`config.mk`:
```
export PLATFORM = sky130hd
export DESIGN_NAME = bgr_pair
export DESIGN_NICKNAME = d
export VERILOG_FILES = /design/src/rtl/bgr_pkg.sv /design/src/rtl/bgr_pair.sv
export SDC_FILE = /design/constraint.sdc
export NUM_CORES = 1
export LEC_CHECK = 0
export ABC_CLOCK_PERIOD_IN_PS = 5500
export BUFFER_PORTS_ARGS = -buffer_cell sky130_fd_sc_hd__buf_2
export CAP_MARGIN = 20
export CORE_UTILIZATION = 25
export CTS_BUF_LIST = sky130_fd_sc_hd__clkbuf_8
export CTS_CLUSTER_DIAMETER = 120
export CTS_CLUSTER_SIZE = 40
export DETAILED_ROUTE_END_ITERATION = 10
export SYNTH_ARGS = -nofsm -noshare
export SYNTH_HDL_FRONTEND = slang
export SYNTH_SLANG_ARGS = --single-unit
export TNS_END_PERCENT = 30
```
`constraint.sdc`:
```
create_clock -name clock -period 5.5 [get_ports clock]
set_clock_uncertainty 0.05 [all_clocks]
set_input_delay 0.55 -clock clock [delete_from_list [all_inputs] [get_ports clock]]
set_output_delay 0.55 -clock clock [all_outputs]
set_load 0.01 [all_outputs]
```
`src/rtl/bgr_pkg.sv`:
```
// Shared types and constants for the Bayer GB12 to RGB888 demosaic block.
`timescale 1ns / 1ps

package bgr_pkg;

   localparam int RAW_BITS       = 12;
   localparam int CHAN_BITS      = 8;
   localparam int COLUMN_BITS    = 12;
   localparam int ROW_WIDTH_BITS = 13;

   localparam logic [ROW_WIDTH_BITS-1:0] ROW_WIDTH_RESET = 13'd2590;

   // Input item: one raw mosaic sample
   typedef struct packed {
      logic [RAW_BITS-1:0] raw_pixel;
      logic                start_of_frame;
   } bgr_req_type;

   // Result item: one RGB pixel
   typedef struct packed {
      logic [CHAN_BITS-1:0]   red;
      logic [CHAN_BITS-1:0]   green;
      logic [CHAN_BITS-1:0]   blue;
      logic [COLUMN_BITS-1:0] column;
      logic                   last_of_pair;
   } bgr_rsp_type;

   // What a sample is, seen from the output side
   typedef enum logic [1:0] {
      KIND_NONE,  // even-row sample, only written to the line buffer
      KIND_RED,   // odd row, even column: red site
      KIND_EMIT   // odd row, odd column: green site, gives a pixel pair
   } bgr_kind_type;

   // Registered item passed from the front end to the pair stage
   typedef struct packed {
      logic                   valid;
      bgr_kind_type           kind;
      logic [RAW_BITS-1:0]    pix;
      logic [COLUMN_BITS-1:0] col;
   } bgr_stage_type;

endpackage

```
`src/rtl/bgr_pair.sv`:
```
// Pair stage: holds red and even-row green, builds and sends the two pixels.
`timescale 1ns / 1ps

module bgr_pair (
   input  logic                         clock,
   input  logic                         reset,
   input  bgr_pkg::bgr_stage_type       stage,
   input  logic [bgr_pkg::RAW_BITS-1:0] store_rdata,
   output logic                         advance,
   output logic                         rsp_valid,
   input  logic                         rsp_ready,
   output bgr_pkg::bgr_rsp_type         rsp_data
);
   import bgr_pkg::*;

   logic [RAW_BITS-1:0]    held_red_ff;
   logic [RAW_BITS-1:0]    held_green_ff;
   logic                   pair_valid_ff;
   logic                   right_ff;
   logic [CHAN_BITS-1:0]   red_ff;
   logic [CHAN_BITS-1:0]   blue_ff;
   logic [CHAN_BITS-1:0]   green_l_ff;
   logic [CHAN_BITS-1:0]   green_r_ff;
   logic [COLUMN_BITS-1:0] col_ff;
   logic                   can_load;
   logic                   load;

   // Buffer frees as the right pixel leaves
   assign can_load = !pair_valid_ff || (right_ff && rsp_ready);
   assign advance  = stage.valid && ((stage.kind != KIND_EMIT) || can_load);
   assign load     = stage.valid && (stage.kind == KIND_EMIT) && can_load;

   always_ff @(posedge clock) begin
      if (stage.valid && (stage.kind == KIND_RED)) begin
         held_red_ff   <= stage.pix;
         held_green_ff <= store_rdata;
      end
      if (load) begin
         red_ff     <= held_red_ff[RAW_BITS-1:RAW_BITS-CHAN_BITS];
         green_l_ff <= held_green_ff[RAW_BITS-1:RAW_BITS-CHAN_BITS];
         blue_ff    <= store_rdata[RAW_BITS-1:RAW_BITS-CHAN_BITS];
         green_r_ff <= stage.pix[RAW_BITS-1:RAW_BITS-CHAN_BITS];
         col_ff     <= stage.col;
      end
   end

   always_ff @(posedge clock) begin
      if (reset) begin
         pair_valid_ff <= 1'b0;
         right_ff      <= 1'b0;
      end else begin
         if (load) begin
            pair_valid_ff <= 1'b1;
            right_ff      <= 1'b0;
         end else if (pair_valid_ff && rsp_ready) begin
            if (right_ff) begin
               pair_valid_ff <= 1'b0;
            end else begin
               right_ff <= 1'b1;
            end
         end
      end
   end

   assign rsp_valid             = pair_valid_ff;
   assign rsp_data.red          = red_ff;
   assign rsp_data.blue         = blue_ff;
   assign rsp_data.green        = right_ff ? green_r_ff : green_l_ff;
   assign rsp_data.column       = right_ff ? col_ff : col_ff - COLUMN_BITS'(1);
   assign rsp_data.last_of_pair = right_ff;

endmodule

```
==> run metrics <==
Post-synth EDFFs 60; clk sinks 62; Synth async-reset ratio 0%; synth cell count leaders edfxtp_1, mux2_2, xnor2_1, nand2_1, xor2_1; layout cell share with drive strength beyond 1 50.5%; # diodes 0; Achievable Freq 355 MHz; DRC 0; Pwr Total 1030 uW; synth-to-layout area growth 30.9%; placer's final routability congestion estimate 0.800; Post-CTS Resized 0; worst path required time 4.90 ns; worst-skew pair later-pin latency 0.34 ns; clock-pin slew on the worst setup and hold paths 0.08 ns; Setup Slack @ Placement 3.00 ns; io pins 81; Crit Path Max Fanout 18; Synth cell types 28; filler cell count 872; Final Setup Violations 0; Peak VDD IR 0.151 mV; multi-input logic area 403 um2; Nets 240; Seq. cell area 1840 um2; sequential area share after synthesis 80.8%; Final Hold Fails 0; min Tclk post-route 2.81 ns; dpl cells 294; Setup Buffers After CTS 0; post-route antenna net violation count 0; cts bufs inserted 9; status finished, final reports clean; H-Tree Depth 3; PD cells 346 nW/um2; Worst setup EP type primary output; DP Wirelength 2810 um; synthesized cell area 2280 um2; Synth Flop Type edfxtp_1; setup TNS 0 ns; Startpoint Class register; reg2reg start right_ff; relative slew slack 44.5%; unrepaired setup endpoints after global routing no; FF+latch count, synth 62; Hold Startpoint reset; Synth Warn # 0; Mapped Cells 117; via count 1267; non-filler cells, final 310; syn_area_per_cell 19.5 um2; std cell rows 34; clk root buf clkbuf_8; Worst Slack Setup Final 2.69 ns; antenna violations before repair 0; hold_buf cts 0; largest area contributor in the netlist edfxtp_1; total global-route track usage 9.09%; Bufs on Longest Clock Path 2; Via density 4.09; crit path launch right_ff; die area 9500 um2; maxcap violations 0; global-route wire length before repair 6300 um; worst-margin pin slew 0.833 ns; vias in the first global route 1329; drt pass-1 iters 4; Post-Syn Nets 160; Slew Limit Fails 0; largest net degree at the start of global routing 29; I/O Buffers 72; Final period util 51.2%; WP data arrival 2.21 ns; core area 8760 um2; Initial Util 26.0%; CTS tree built; most numerous cell in the Yosys netlist edfxtp_1; Leak 0.00110 uW; Setup CP Type register to primary output; Avg WL per Cell 13.1 um; Hold Path Class input pin to register; post-synth top area share 79.1%; Synth area leaders edfxtp_1, mux2_2, xnor2_1, xor2_1, dfxtp_1; die height 97.5 um; Die X 97.5 um; global route overflow 0; Starting DRT DRC Count 61; final WL 4070 um
sequential cells by signal (all words and copies together) (netlist names):
register and flops:
blue_ff 8, held_red_ff 8, green_l_ff 8, green_r_ff 8
rsp_valid 1, held_green_ff 8, red_ff 8, col_ff 12
right_ff 1
area by class of cell:
class,count,area share [%]
Clock inverter,7,3.32
Inverter,3,0.378
Sequential cell,62,61.8
Timing Repair Buffer,73,12.3
Multi-Input combinational cell,48,13.5
Tap cell,108,4.53
Clock buffer,9,4.15
through the flow:
stage | hold slack, ns | utilization, % | instance area [um2]
floorplan | 0.350 | - | 2280
finish | 0.327 | 34.0 | 2980
detailed placement | 0.355 | 31.5 | 2760
global placement | 0.350 | 31.5 | 2760
global route | 0.314 | 34.0 | 2980
CTS | 0.314 | 34.0 | 2980
worst paths after layout:
check                   to  cells after the start  slack (ns)
min              rsp_valid                      2        0.33
max           rsp_data[11]                      4        2.69
min reg2reg      red_ff[2]                      0        0.37
max reg2reg  green_r_ff[2]                      3        3.06
worst max-delay path, cell delays in order, from the launching register on:
cell     delay (ns)
dfxtp_1        0.56
nor4b_1        0.80
nand3_1        0.19
xnor2_1        0.18
buf_2          0.15
layer usage:
metal	wire [um]	global-route usage, %
met1	1710	9.37
met5	0	0
met4	75	5.43
met3	236	3.31
met2	2050	15.7
power breakdown:
part           switching (uW)  leakage (uW)  total, uW  internal (uW)
combinational            25.1      0.000429       47.1           22.0
clock                     184      0.000109        440            256
sequential               7.45      0.000566        543            536
placed cells by master (no fill, tap or decap), types with 3 or more instances in the layout:
cell type / n
xor2_1: 5
xnor2_1: 6
buf_2: 72
nand2_1: 5
mux2_2: 8
inv_1: 3
clkinv_4: 3
clkbuf_8: 9
edfxtp_1: 60
cells by family (layout without fill, tap and decap cells):
group	count (synthesis)	after routing	synth area share (%)
buffers and inverters	7	92	1.98
DFF	62	62	80.8
adders and majority gates	1	1	0.549
xor gates and xnor gates	11	11	4.23
muxes	8	8	3.95
AOI/OAI and AO/OA	6	6	1.48
and+or+nand+nor	22	22	6.97
Power figures use the tool's default switching activity.
